--- src/hdl/rc4_pkg.sv ---
// Package for the RC4 stream cipher: widths, word types, the sequencer
// state type and the memory control bundle. No dependencies.
`default_nettype none

package rc4_pkg;

   // key store depth in bytes, 1 to 256
   localparam int KEY_DEPTH = 256;
   localparam int KEY_AW    = (KEY_DEPTH > 1) ? $clog2(KEY_DEPTH) : 1;

   localparam int BOX_SIZE  = 256;
   localparam int BOX_AW    = 8;
   localparam int LEN_W     = 9;

   typedef logic [7:0]        byte_type;
   typedef logic [BOX_AW-1:0] box_addr_type;
   typedef logic [KEY_AW-1:0] key_addr_type;
   typedef logic [LEN_W-1:0]  len_type;

   localparam len_type KEY_LENGTH_RESET = len_type'(16);
   localparam len_type KEY_DEPTH_LEN    = len_type'(KEY_DEPTH);

   // request kinds
   localparam logic REQ_KEY  = 1'b0;
   localparam logic REQ_DATA = 1'b1;

   typedef enum logic [3:0] {
      ST_CLEAR,
      ST_IDLE,
      ST_GEN_RD_I,
      ST_GEN_RD_J,
      ST_GEN_WR_J,
      ST_GEN_RD_T,
      ST_GEN_OUT,
      ST_KS_INIT,
      ST_KS_RD,
      ST_KS_ADD,
      ST_KS_SWAP,
      ST_KS_WR_J
   } seq_state_type;

   typedef struct packed {
      logic         box_we;
      box_addr_type box_waddr;
      byte_type     box_wdata;
      logic         box_re;
      box_addr_type box_raddr;
      logic         key_we;
      key_addr_type key_waddr;
      byte_type     key_wdata;
      logic         key_re;
      key_addr_type key_raddr;
   } mem_ctl_type;

endpackage

`default_nettype wire

--- src/hdl/rc4_if.sv ---
// Channel interfaces of the RC4 stream cipher: request and response words.
// Depends on rc4_pkg.
`default_nettype none

interface rc4_req_if import rc4_pkg::*; ();
   logic     valid;
   logic     ready;
   logic     req_type;
   byte_type byte_value;

   modport source (output valid, output req_type, output byte_value, input ready);
   modport sink   (input valid, input req_type, input byte_value, output ready);
endinterface

interface rc4_rsp_if import rc4_pkg::*; ();
   logic     valid;
   logic     ready;
   byte_type cipher_byte;
   byte_type keystream_byte;

   modport source (output valid, output cipher_byte, output keystream_byte, input ready);
   modport sink   (input valid, input cipher_byte, input keystream_byte, output ready);
endinterface

`default_nettype wire

--- src/hdl/rc4_stream_cipher.sv ---
// Top level of the RC4 stream cipher: S-box and key RAMs, sequencer and
// response register. Depends on rc4_pkg, rc4_if, rc4_ram and rc4_seq.
//
// Usage:
//   req_chan carries one word per request: req_type 0 stores byte_value as
//   the next key byte, req_type 1 enciphers byte_value. Key words give no
//   response; each data word gives one rsp_chan word with the cipher byte
//   and the keystream byte used.
//   csr_we/csr_wdata write key_length (0 acts as 1, above 256 acts as 256)
//   and restart key loading. Write it only while the block is idle.
//   When key_length key bytes have arrived, the S-box is rebuilt: an
//   identity fill of all 256 entries, then a read, add, swap and write
//   step per key schedule entry, all with req_chan.ready low.
//   Steps: a key word is written to the key store as it is accepted. A
//   data word runs read S[i], read S[j], two swap writes, read
//   S[S[i]+S[j]], then loads the response; no request is taken meanwhile.
//   Reset: synchronous, active high. Afterwards a clearing pass loads the
//   identity into all 256 S-box entries while req_chan.ready is low.
//   Stall: the response register holds its word until rsp_chan.ready; a
//   new request is still accepted, and the next response waits in the
//   sequencer until the register frees up.
`default_nettype none

module rc4_stream_cipher import rc4_pkg::*; (
   input  wire logic  clock,
   input  wire logic  reset,
   rc4_req_if.sink    req_chan,
   rc4_rsp_if.source  rsp_chan,
   input  wire logic  csr_we,
   input  wire len_type csr_wdata
);

   mem_ctl_type mem_ctl;
   byte_type    box_rdata;
   byte_type    key_rdata;
   logic        res_free;
   logic        res_load;
   byte_type    res_cipher;
   byte_type    res_keystream;

   logic        rsp_valid_ff, rsp_valid_in;
   byte_type    cipher_ff, cipher_in;
   byte_type    keystream_ff, keystream_in;

   // S-box: 256 bytes, cleared to identity by the sequencer
   rc4_ram #(
      .WIDTH (8),
      .DEPTH (BOX_SIZE)
   ) u_box_ram (
      .clock (clock),
      .we    (mem_ctl.box_we),
      .waddr (mem_ctl.box_waddr),
      .wdata (mem_ctl.box_wdata),
      .re    (mem_ctl.box_re),
      .raddr (mem_ctl.box_raddr),
      .rdata (box_rdata)
   );

   // key store: only entries written in the current fill are read
   rc4_ram #(
      .WIDTH (8),
      .DEPTH (KEY_DEPTH)
   ) u_key_ram (
      .clock (clock),
      .we    (mem_ctl.key_we),
      .waddr (mem_ctl.key_waddr),
      .wdata (mem_ctl.key_wdata),
      .re    (mem_ctl.key_re),
      .raddr (mem_ctl.key_raddr),
      .rdata (key_rdata)
   );

   rc4_seq u_seq (
      .clock         (clock),
      .reset         (reset),
      .req_valid     (req_chan.valid),
      .req_ready     (req_chan.ready),
      .req_kind      (req_chan.req_type),
      .req_byte      (req_chan.byte_value),
      .csr_we        (csr_we),
      .csr_wdata     (csr_wdata),
      .mem_ctl       (mem_ctl),
      .box_rdata     (box_rdata),
      .key_rdata     (key_rdata),
      .res_free      (res_free),
      .res_load      (res_load),
      .res_cipher    (res_cipher),
      .res_keystream (res_keystream)
   );

   // response register: free when empty or being taken this cycle
   assign res_free = !rsp_valid_ff || rsp_chan.ready;

   always_comb begin
      rsp_valid_in = rsp_valid_ff;
      cipher_in    = cipher_ff;
      keystream_in = keystream_ff;
      if (res_load) begin
         rsp_valid_in = 1'b1;
         cipher_in    = res_cipher;
         keystream_in = res_keystream;
      end else if (rsp_chan.ready) begin
         rsp_valid_in = 1'b0;
      end
   end

   always_ff @(posedge clock) begin
      if (reset) begin
         rsp_valid_ff <= 1'b0;
      end else begin
         rsp_valid_ff <= rsp_valid_in;
      end
   end

   always_ff @(posedge clock) begin
      cipher_ff    <= cipher_in;
      keystream_ff <= keystream_in;
   end

   assign rsp_chan.valid          = rsp_valid_ff;
   assign rsp_chan.cipher_byte    = cipher_ff;
   assign rsp_chan.keystream_byte = keystream_ff;

endmodule

`default_nettype wire

--- src/hdl/rc4_ram.sv ---
// Generic simple dual-port RAM: one write port, one read port with
// registered read data held while read enable is low. No dependencies.
`default_nettype none

module rc4_ram #(
   parameter int WIDTH = 8,
   parameter int DEPTH = 256
) (
   input  wire logic                                      clock,
   input  wire logic                                      we,
   input  wire logic [((DEPTH > 1) ? $clog2(DEPTH) : 1)-1:0] waddr,
   input  wire logic [WIDTH-1:0]                          wdata,
   input  wire logic                                      re,
   input  wire logic [((DEPTH > 1) ? $clog2(DEPTH) : 1)-1:0] raddr,
   output      logic [WIDTH-1:0]                          rdata
);

   logic [WIDTH-1:0] mem_ff [DEPTH];
   logic [WIDTH-1:0] rdata_ff;

   always_ff @(posedge clock) begin
      if (we) begin
         mem_ff[waddr] <= wdata;
      end
      if (re) begin
         rdata_ff <= mem_ff[raddr];
      end
   end

   assign rdata = rdata_ff;

endmodule

`default_nettype wire

--- src/hdl/rc4_seq.sv ---
// Sequencer and shared byte adder of the RC4 cipher: clearing pass, key
// schedule and keystream generator over one S-box RAM. Depends on rc4_pkg.
`default_nettype none

module rc4_seq import rc4_pkg::*; (
   input  wire logic        clock,
   input  wire logic        reset,
   // request side
   input  wire logic        req_valid,
   output      logic        req_ready,
   input  wire logic        req_kind,
   input  wire byte_type    req_byte,
   // key length register
   input  wire logic        csr_we,
   input  wire len_type     csr_wdata,
   // memories
   output      mem_ctl_type mem_ctl,
   input  wire byte_type    box_rdata,
   input  wire byte_type    key_rdata,
   // result register
   input  wire logic        res_free,
   output      logic        res_load,
   output      byte_type    res_cipher,
   output      byte_type    res_keystream
);

   seq_state_type state_ff, state_in;
   box_addr_type  k_ff, k_in;
   key_addr_type  kidx_ff, kidx_in;
   len_type       fill_ff, fill_in;
   len_type       key_length_ff, key_length_in;
   byte_type      i_ff, i_in;
   byte_type      j_ff, j_in;
   byte_type      hold_ff, hold_in;
   byte_type      data_ff, data_in;

   len_type       eff_len;
   len_type       fill_next;
   len_type       kidx_next;
   byte_type      add_base, add_op_a, add_op_b, add_sum;

   always_ff @(posedge clock) begin
      if (reset) begin
         state_ff      <= ST_CLEAR;
         k_ff          <= '0;
         kidx_ff       <= '0;
         fill_ff       <= '0;
         key_length_ff <= KEY_LENGTH_RESET;
         i_ff          <= '0;
         j_ff          <= '0;
      end else begin
         state_ff      <= state_in;
         k_ff          <= k_in;
         kidx_ff       <= kidx_in;
         fill_ff       <= fill_in;
         key_length_ff <= key_length_in;
         i_ff          <= i_in;
         j_ff          <= j_in;
      end
   end

   always_ff @(posedge clock) begin
      hold_ff <= hold_in;
      data_ff <= data_in;
   end

   // length saturated to 1..KEY_DEPTH
   always_comb begin
      if (key_length_ff == '0) begin
         eff_len = len_type'(1);
      end else if (key_length_ff > KEY_DEPTH_LEN) begin
         eff_len = KEY_DEPTH_LEN;
      end else begin
         eff_len = key_length_ff;
      end
   end

   assign fill_next = fill_ff + len_type'(1);
   assign kidx_next = len_type'(kidx_ff) + len_type'(1);

   // the one shared adder: base + a + b, mod 256
   assign add_sum = add_base + add_op_a + add_op_b;

   assign res_cipher    = data_ff ^ box_rdata;
   assign res_keystream = box_rdata;

   always_comb begin
      state_in      = state_ff;
      k_in          = k_ff;
      kidx_in       = kidx_ff;
      fill_in       = fill_ff;
      key_length_in = key_length_ff;
      i_in          = i_ff;
      j_in          = j_ff;
      hold_in       = hold_ff;
      data_in       = data_ff;
      mem_ctl       = '0;
      req_ready     = 1'b0;
      res_load      = 1'b0;
      add_base      = j_ff;
      add_op_a      = box_rdata;
      add_op_b      = '0;

      unique case (state_ff)
         ST_CLEAR, ST_KS_INIT: begin
            mem_ctl.box_we    = 1'b1;
            mem_ctl.box_waddr = k_ff;
            mem_ctl.box_wdata = k_ff;
            k_in              = k_ff + box_addr_type'(1);
            if (k_ff == box_addr_type'(BOX_SIZE - 1)) begin
               if (state_ff == ST_CLEAR) begin
                  state_in = ST_IDLE;
               end else begin
                  state_in = ST_KS_RD;
                  j_in     = '0;
                  kidx_in  = '0;
               end
            end
         end
         ST_IDLE: begin
            req_ready = 1'b1;
            if (req_valid) begin
               if (req_kind == REQ_DATA) begin
                  i_in              = i_ff + byte_type'(1);
                  data_in           = req_byte;
                  mem_ctl.box_re    = 1'b1;
                  mem_ctl.box_raddr = i_ff + byte_type'(1);
                  state_in          = ST_GEN_RD_I;
               end else begin
                  mem_ctl.key_we    = 1'b1;
                  mem_ctl.key_waddr = fill_ff[KEY_AW-1:0];
                  mem_ctl.key_wdata = req_byte;
                  if (fill_next >= eff_len) begin
                     fill_in  = '0;
                     k_in     = '0;
                     state_in = ST_KS_INIT;
                  end else begin
                     fill_in = fill_next;
                  end
               end
            end
         end
         // generator: j += S[i]
         ST_GEN_RD_I: begin
            hold_in           = box_rdata;
            j_in              = add_sum;
            mem_ctl.box_re    = 1'b1;
            mem_ctl.box_raddr = add_sum;
            state_in          = ST_GEN_RD_J;
         end
         ST_GEN_RD_J: begin
            mem_ctl.box_we    = 1'b1;
            mem_ctl.box_waddr = i_ff;
            mem_ctl.box_wdata = box_rdata;
            state_in          = ST_GEN_WR_J;
         end
         ST_GEN_WR_J: begin
            mem_ctl.box_we    = 1'b1;
            mem_ctl.box_waddr = j_ff;
            mem_ctl.box_wdata = hold_ff;
            state_in          = ST_GEN_RD_T;
         end
         // read data still holds old S[j]; S[i] + S[j] is swap invariant
         ST_GEN_RD_T: begin
            add_base          = '0;
            add_op_b          = hold_ff;
            mem_ctl.box_re    = 1'b1;
            mem_ctl.box_raddr = add_sum;
            state_in          = ST_GEN_OUT;
         end
         ST_GEN_OUT: begin
            if (res_free) begin
               res_load = 1'b1;
               state_in = ST_IDLE;
            end
         end
         // key schedule
         ST_KS_RD: begin
            mem_ctl.box_re    = 1'b1;
            mem_ctl.box_raddr = k_ff;
            mem_ctl.key_re    = 1'b1;
            mem_ctl.key_raddr = kidx_ff;
            state_in          = ST_KS_ADD;
         end
         ST_KS_ADD: begin
            add_op_b          = key_rdata;
            hold_in           = box_rdata;
            j_in              = add_sum;
            mem_ctl.box_re    = 1'b1;
            mem_ctl.box_raddr = add_sum;
            state_in          = ST_KS_SWAP;
         end
         ST_KS_SWAP: begin
            mem_ctl.box_we    = 1'b1;
            mem_ctl.box_waddr = k_ff;
            mem_ctl.box_wdata = box_rdata;
            state_in          = ST_KS_WR_J;
         end
         ST_KS_WR_J: begin
            mem_ctl.box_we    = 1'b1;
            mem_ctl.box_waddr = j_ff;
            mem_ctl.box_wdata = hold_ff;
            k_in              = k_ff + box_addr_type'(1);
            if (kidx_next >= eff_len) begin
               kidx_in = '0;
            end else begin
               kidx_in = kidx_next[KEY_AW-1:0];
            end
            if (k_ff == box_addr_type'(BOX_SIZE - 1)) begin
               i_in     = '0;
               j_in     = '0;
               state_in = ST_IDLE;
            end else begin
               state_in = ST_KS_RD;
            end
         end
         default: begin
            state_in = ST_IDLE;
         end
      endcase

      if (csr_we) begin
         key_length_in = csr_wdata;
         fill_in       = '0;
      end
   end

endmodule

`default_nettype wire
--- src/flat_wrapper.sv ---
// flat-port wrapper written by rule: the top's interface ports become plain ports
module rc4_stream_cipher_flat import rc4_pkg::*;
  (clock, reset, csr_we, csr_wdata, req_chan_valid, req_chan_req_type, req_chan_byte_value, req_chan_ready, rsp_chan_valid, rsp_chan_cipher_byte, rsp_chan_keystream_byte, rsp_chan_ready);
  rc4_req_if req_chan_i ();
  rc4_rsp_if rsp_chan_i ();
  input  wire logic clock;
  input  wire logic reset;
  input  wire logic csr_we;
  input  wire len_type csr_wdata;
  input wire logic [$bits(req_chan_i.valid)-1:0] req_chan_valid;
  input wire logic [$bits(req_chan_i.req_type)-1:0] req_chan_req_type;
  input wire logic [$bits(req_chan_i.byte_value)-1:0] req_chan_byte_value;
  output wire logic [$bits(req_chan_i.ready)-1:0] req_chan_ready;
  output wire logic [$bits(rsp_chan_i.valid)-1:0] rsp_chan_valid;
  output wire logic [$bits(rsp_chan_i.cipher_byte)-1:0] rsp_chan_cipher_byte;
  output wire logic [$bits(rsp_chan_i.keystream_byte)-1:0] rsp_chan_keystream_byte;
  input wire logic [$bits(rsp_chan_i.ready)-1:0] rsp_chan_ready;
  assign req_chan_i.valid = req_chan_valid;
  assign req_chan_i.req_type = req_chan_req_type;
  assign req_chan_i.byte_value = req_chan_byte_value;
  assign req_chan_ready = req_chan_i.ready;
  assign rsp_chan_valid = rsp_chan_i.valid;
  assign rsp_chan_cipher_byte = rsp_chan_i.cipher_byte;
  assign rsp_chan_keystream_byte = rsp_chan_i.keystream_byte;
  assign rsp_chan_i.ready = rsp_chan_ready;
  rc4_stream_cipher u_core (.clock(clock), .reset(reset), .req_chan(req_chan_i), .rsp_chan(rsp_chan_i), .csr_we(csr_we), .csr_wdata(csr_wdata));
endmodule
--- config.mk ---
export PLATFORM = sky130hd
export DESIGN_NAME = rc4_stream_cipher_flat
export DESIGN_NICKNAME = d
export VERILOG_FILES = /design/src/hdl/rc4_pkg.sv /design/src/hdl/rc4_if.sv /design/src/hdl/rc4_stream_cipher.sv /design/src/hdl/rc4_ram.sv /design/src/hdl/rc4_seq.sv /design/src/flat_wrapper.sv
export SDC_FILE = /design/constraint.sdc
export NUM_CORES = 2
export LEC_CHECK = 0
export BUFFER_PORTS_ARGS = -buffer_cell sky130_fd_sc_hd__buf_2
export CORE_ASPECT_RATIO = 0.5
export CORE_MARGIN = 4
export CORE_UTILIZATION = 25
export DETAILED_ROUTE_END_ITERATION = 8
export GPL_ROUTABILITY_DRIVEN = 0
export RECOVER_POWER = 50
export SLEW_MARGIN = 20
export SYNTH_ARGS = -nofsm -noshare
export SYNTH_HDL_FRONTEND = slang
export SYNTH_SLANG_ARGS = --single-unit
--- constraint.sdc ---
create_clock -name clock -period 10.5 [get_ports clock]
set_clock_uncertainty 0.1 [all_clocks]
set_input_delay 1.05 -clock clock [delete_from_list [all_inputs] [get_ports clock]]
set_output_delay 1.05 -clock clock [all_outputs]
set_load 0.005 [all_outputs]
# Yosys cells after proc, flatten, opt, wreduce, memory -nomap -nowiden
# Memories as Yosys holds them, arrays and structs flattened. A register that Yosys moved wholly into a read port is not among the register bits.
# Cells that the tools add are included.
# W data, S select, Z words.
[op_classes] addsub=6 magnitude_cmp=3 eq_ne=21 n_mux=42 bitwise_logic=2 n_reduce_logical=22
[ops] op="$mux W8" count=10
[ops] op="$pmux W17 S4" count=1
[ops] op="$pmux W8 S2" count=4
[ops] op="$mux W9" count=5
[ops] op="$pmux W4 S11" count=1
[ops] op="$mux W17" count=2
[ops] op="$mux W4" count=7
[ops] op="$pmux W9 S3" count=1
[ops] op="$mux W26" count=1
[ops] op="$pmux W8 S3" count=1
[ops] op="$ge A9 B9 Y1" count=2
[ops] op="$add A8 B1 Y8 const B" count=2
[ops] op="$add A8 B8 Y8" count=2
[ops] op="$eq A4 B3 Y1 const B" count=4
[ops] op="$eq A4 B4 Y1 const B" count=4
[ops] op="$reduce_and A4 Y1" count=4
[ops] op="$ne A2 B2 Y1 const B" count=7
[ops] op="$add A8 B1 Y9 const B" count=1
[ops] op="$add A9 B1 Y9 const B" count=1
[ops] op="$gt A9 B9 Y1 const B" count=1
[ops] op="$logic_not A9 Y1" count=1
[ops] op="$mux W1" count=9
[ops] op="$reduce_and A3 Y1" count=3
[ops] op="$eq A4 B2 Y1 const B" count=2
[ops] op="13 further kinds" count=20
[totals] reg_bits=87 ramBits=4096 elab_cells=110 memories=2
[mem_list] name="u_core.u_box_ram.mem_ff" words=256 width=8 rd=1 rd_clocked_by_memory_dff=1 write_ports=1 line_no="rc4_ram.sv:18" rtl="logic [WIDTH-1:0] mem_ff [DEPTH];"
[mem_list] name="u_core.u_key_ram.mem_ff" words=256 width=8 rd=1 rd_clocked_by_memory_dff=1 write_ports=1 line_no="rc4_ram.sv:18"

# Depth between registers and ports, before layout
[logic_depth] word_depth=8 mapped_depth=21 depth_no_buf=16

# Cells and area by module
# Synthesis repeated with hierarchy kept, for this count alone.
[unflattened] cells_unflattened=8069 area_unflattened_um2=164844.3
[modules_own_cells] module="rc4_ram" instances=2 cells_each=3733 area_each_um2=79636.4 seq_area_each_um2=61739.2
[modules_own_cells] module="rc4_seq" instances=1 cells_each=583 area_each_um2=5044.8 seq_area_each_um2=1561.5
[modules_own_cells] module="rc4_stream_cipher" instances=1 cells_each=20 area_each_um2=526.8 seq_area_each_um2=500.5

# Least setup slack after synthesis
# No wires, ideal clock.
[synth_timing] path_type="input-to-reg" start="in req_chan_req_type" end="mem u_core.u_key_ram.mem_ff[0][0] (data pin)" t_arrival_ns=4.731 t_required_ns=9.527 setup_slack_ns=4.796 path_stages=3 n_path_buf=1 cell_sequence="nor2_1 > clkbuf_1 > and3_1"
[synth_lines] item="from (decl)" line_no="flat_wrapper.sv:11" rtl="input wire logic [$bits(req_chan_i.req_type)-1:0] req_chan_req_type;"
[synth_lines] item="to (decl)" line_no="rc4_ram.sv:18"

==> impl_metrics.env <==
export IMPL_status="finished with violations"
export IMPL_failed_checks="max-capacitance violations, max-slew violations"
export IMPL_switching_share_pct=29.4
export IMPL_chipWidth_um=1170
export IMPL_hold_slack_ps=206
export IMPL_globalRouteOverflowTotal=0
export IMPL_port_buffers=40
export IMPL_io_pins=41
export IMPL_path_clk_slew_ps=60
export IMPL_tightest_slew_ps=4790
export IMPL_clock_fmax_mhz=116
export IMPL_final_common_cell="edfxtp_1"
export IMPL_final_cell_mix="4144 x edfxtp_1, 1922 x nand2_1, 740 x nand3_1"
export IMPL_fin_crit_sh_pct=82.1
export IMPL_syn_num_nets=12000
export IMPL_grt_pass1_wl_um=699000
export IMPL_worst_path_buf_inv=2
export IMPL_synth_seq_cells=4199
export IMPL_crit_fanout=101
export IMPL_synthCells=11900
export IMPL_pwr_share_seq_pct=46.8
export IMPL_grt_max_degree=217
export IMPL_pwr_share_clk_pct=34.8
export IMPL_layout_drive_gt1_share_pct=7.65
export IMPL_cap_violations=53
export IMPL_yosys_top_cells_area="edfxtp_1 73%, nand2_1 4.3%, a211oi_1 2.5%, nand3_1 2.2%, mux2i_1 2.2%"
export IMPL_worst_path_dominant_cell_family="buffers and inverters"
export IMPL_syn_mean_instance_area_um2=14.3
export IMPL_cts_tree="yes"
export IMPL_setup_viol_count_final=0
export IMPL_drv_slew=3377
export IMPL_finalHoldViolCount=0
export IMPL_avgViaCountPerCell=4.97
export IMPL_p_int_mw=30.0
export IMPL_area_growth_pct=13.3
export IMPL_antenna_found_initial=16
export IMPL_cellLeakagePower_nw=60.2
export IMPL_synth_edff_count=4144
export IMPL_p_comb_share_pct=18.4
export IMPL_relSlewSlack_pct=-219
export IMPL_hold_path_class="input port to flip-flop"
export IMPL_post_cts_setup_buffers=0
export IMPL_cts_buffers=396
export IMPL_clock_sinks=4199
export IMPL_finalNetCount=11700
export IMPL_core_area_um2=676000
export IMPL_crit_required_ps=10640
export IMPL_yosysWarningCount=0
export IMPL_grt_use_total_pct=13.1
export IMPL_ys_types=76
export IMPL_grt_pass1_vias=100000
export IMPL_synth_top_area_cell="edfxtp_1"
export IMPL_endpoint_kind="flip-flop"
export IMPL_power_density_nw_per_um2=220
export IMPL_first_pass_iters=7
export IMPL_cts_root_buf="clkbuf_16"
export IMPL_rsz0062_at_grt="false"
export IMPL_yosys_most_used_dff="edfxtp_1"
export IMPL_placementRows=213
export IMPL_htreeDepth=5
export IMPL_seq_area_frac_synth_pct=73.8
export IMPL_syn_cell_area_um2=170000
export IMPL_dp_hpwl_um=273000
export IMPL_power_switching_mw=12.5
export IMPL_finalCriticalPeriod_ps=8620
export IMPL_crit_arrival_ps=8760
export IMPL_finalSetupTns_ps=0
export IMPL_worst_path_largest_cell_delay_ps=3470
export IMPL_clockBufferDepth=4
export IMPL_final_fill_count=67600
export IMPL_drcViolationCount=0
export IMPL_drt_total_wl_um=479000
export IMPL_start_util_pct=25.2
export IMPL_drtIter0Drc=12200
export IMPL_clk_latency_ps=960
export IMPL_cp_cell_sequence="nor2b_1 > nand3_1 > o31ai_1 > a222oi_1 > clkinvlp_2 > clkbuf_2"
export IMPL_die_y_um=591
export IMPL_start_kind="flip-flop"
export IMPL_ys_async_sr_fraction_pct=0
export IMPL_critical_path_slowest_cell="clkinvlp_2"
export IMPL_cts_resized_gates=0
export IMPL_cts_hold_fix_buffers=0
export IMPL_critPathKind="flip-flop to flip-flop"
export IMPL_ant_nets=0
export IMPL_die_area_um2=695000
export IMPL_wl_per_cell_um=22.8
export IMPL_vias=105000
export IMPL_synth_top_area_share_pct=73.1
export IMPL_ir_worst_vdd_mv=0.279
## per-layer routing
| metal | track usage, % | share of wire (%) |
|---|---|---|
| met3 | 2.70 | 9.2 |
| met5 | 0 | 0.0056 |
| met1 | 18.0 | 41 |
| met2 | 20.9 | 46 |
| met4 | 3.94 | 3.2 |
## path summary, 6_finish.rpt
kind / from / slack (ps) / depth (start not counted) / to
setup / recovery: u_core.u_seq.state_ff[2]$_SDFFE_PP0P_ / 1880 / 6 / u_core.u_box_ram.mem_ff[212][0]$_DFFE_PP_
hold / removal: csr_wdata[4] / 210 / 2 / u_core.u_seq.key_length_ff[4]$_SDFFE_PP1P_
setup reg to reg: u_core.u_seq.state_ff[2]$_SDFFE_PP0P_ / 1880 / 6 / u_core.u_box_ram.mem_ff[212][0]$_DFFE_PP_
hold reg to reg: u_core.u_seq.fill_ff[8]$_SDFFE_PP0P_ / 370 / 2 / u_core.u_seq.fill_ff[8]$_SDFFE_PP0P_
## kinds of logic (layout without fill, tap and decap cells)
logic type | count (synthesis) | in the layout | share of synthesized area (%)
flops | 4199 | 4199 | 73.8
fa+ha+maj | 37 | 37 | 0.307
mux | 490 | 490 | 3.76
compound gates | 2026 | 2026 | 8.43
simple gates | 4197 | 4197 | 11.1
other cells | 0 | 9 | 0
xor+xnor | 37 | 37 | 0.190
buf+inv | 939 | 986 | 2.41
## sequential cells by signal, indices dropped and copies added (netlist names)
signal,cells
u_core.u_box_ram.mem_ff,2048
u_core.u_key_ram.mem_ff,2048
u_core.u_seq.fill_ff,9
u_core.u_seq.key_length_ff,9
u_core.rsp_chan.cipher_byte,8
u_core.rsp_chan.keystream_byte,8
u_core.u_box_ram.rdata,8
u_core.u_key_ram.rdata,8
u_core.u_seq.data_ff,8
u_core.u_seq.hold_ff,8
u_core.u_seq.i_ff,8
u_core.u_seq.j_ff,8
u_core.u_seq.k_ff,8
u_core.u_seq.kidx_ff,8
u_core.u_seq.state_ff,4
u_core.rsp_chan.valid,1
## through the flow
step                      instances  cell area (µm²)  worst slack, ps  util (%)  power, mW
after global routing          21000           193000             1470      28.5       43.8
after global placement        20300           180000             3000      26.6       27.7
after floorplan               11900           170000             4800         -       24.8
final                         21000           193000             1880      28.5       42.4
after detailed placement      20300           180000             3320      26.6       27.8
after CTS                     21000           193000             3300      28.6       42.4
## area by class of cell
class,count,area (µm²),share of cell area [%]
inverters,35,174,0.0902
repair buffers,224,1760,0.914
diodes,9,22.5,0.0117
clock inverters,249,2760,1.43
multi-input cells,6787,40800,21.2
well taps,9030,11300,5.86
clock buffers,478,10400,5.41
flip-flops and latches,4199,126000,65.1
## power groups by stage
stage	sequential [mW]	clock [mW]	combinational, mW
2_1_floorplan	20.2	0	4.67
3_3_place_gp	20.0	0	7.65
3_5_place_dp	20.0	0	7.75
4_1_cts	19.7	15.0	7.77
5_1_grt	19.9	15.7	8.29
6_report	19.9	14.8	7.79
## cell usage after synthesis (all sizes together), types with 10 or more instances
cell type and number:
a311oi 74, a22oi 46, o31ai 13, ha 29, o21ai 60, mux2i 371, a211o 20, inv 33
and3 423, a211oi 579, a31oi 276, mux4 119, a222oi 17, and2 17, nand3 745, nand2b 34
or3 246, xor2 26, xnor2 11, buf 400, nor2b 23, o211ai 471, dfxtp 55, a32oi 39
nor2 615, nand4 23, a2111oi 12, or4 16, edfxtp 4144, nor4 23, clkbuf 504, a22o 10
nand2 1934, o22ai 37, o32ai 26, a21o 37, nor3 64, a21oi 266
(Power assumes the default switching activity.)
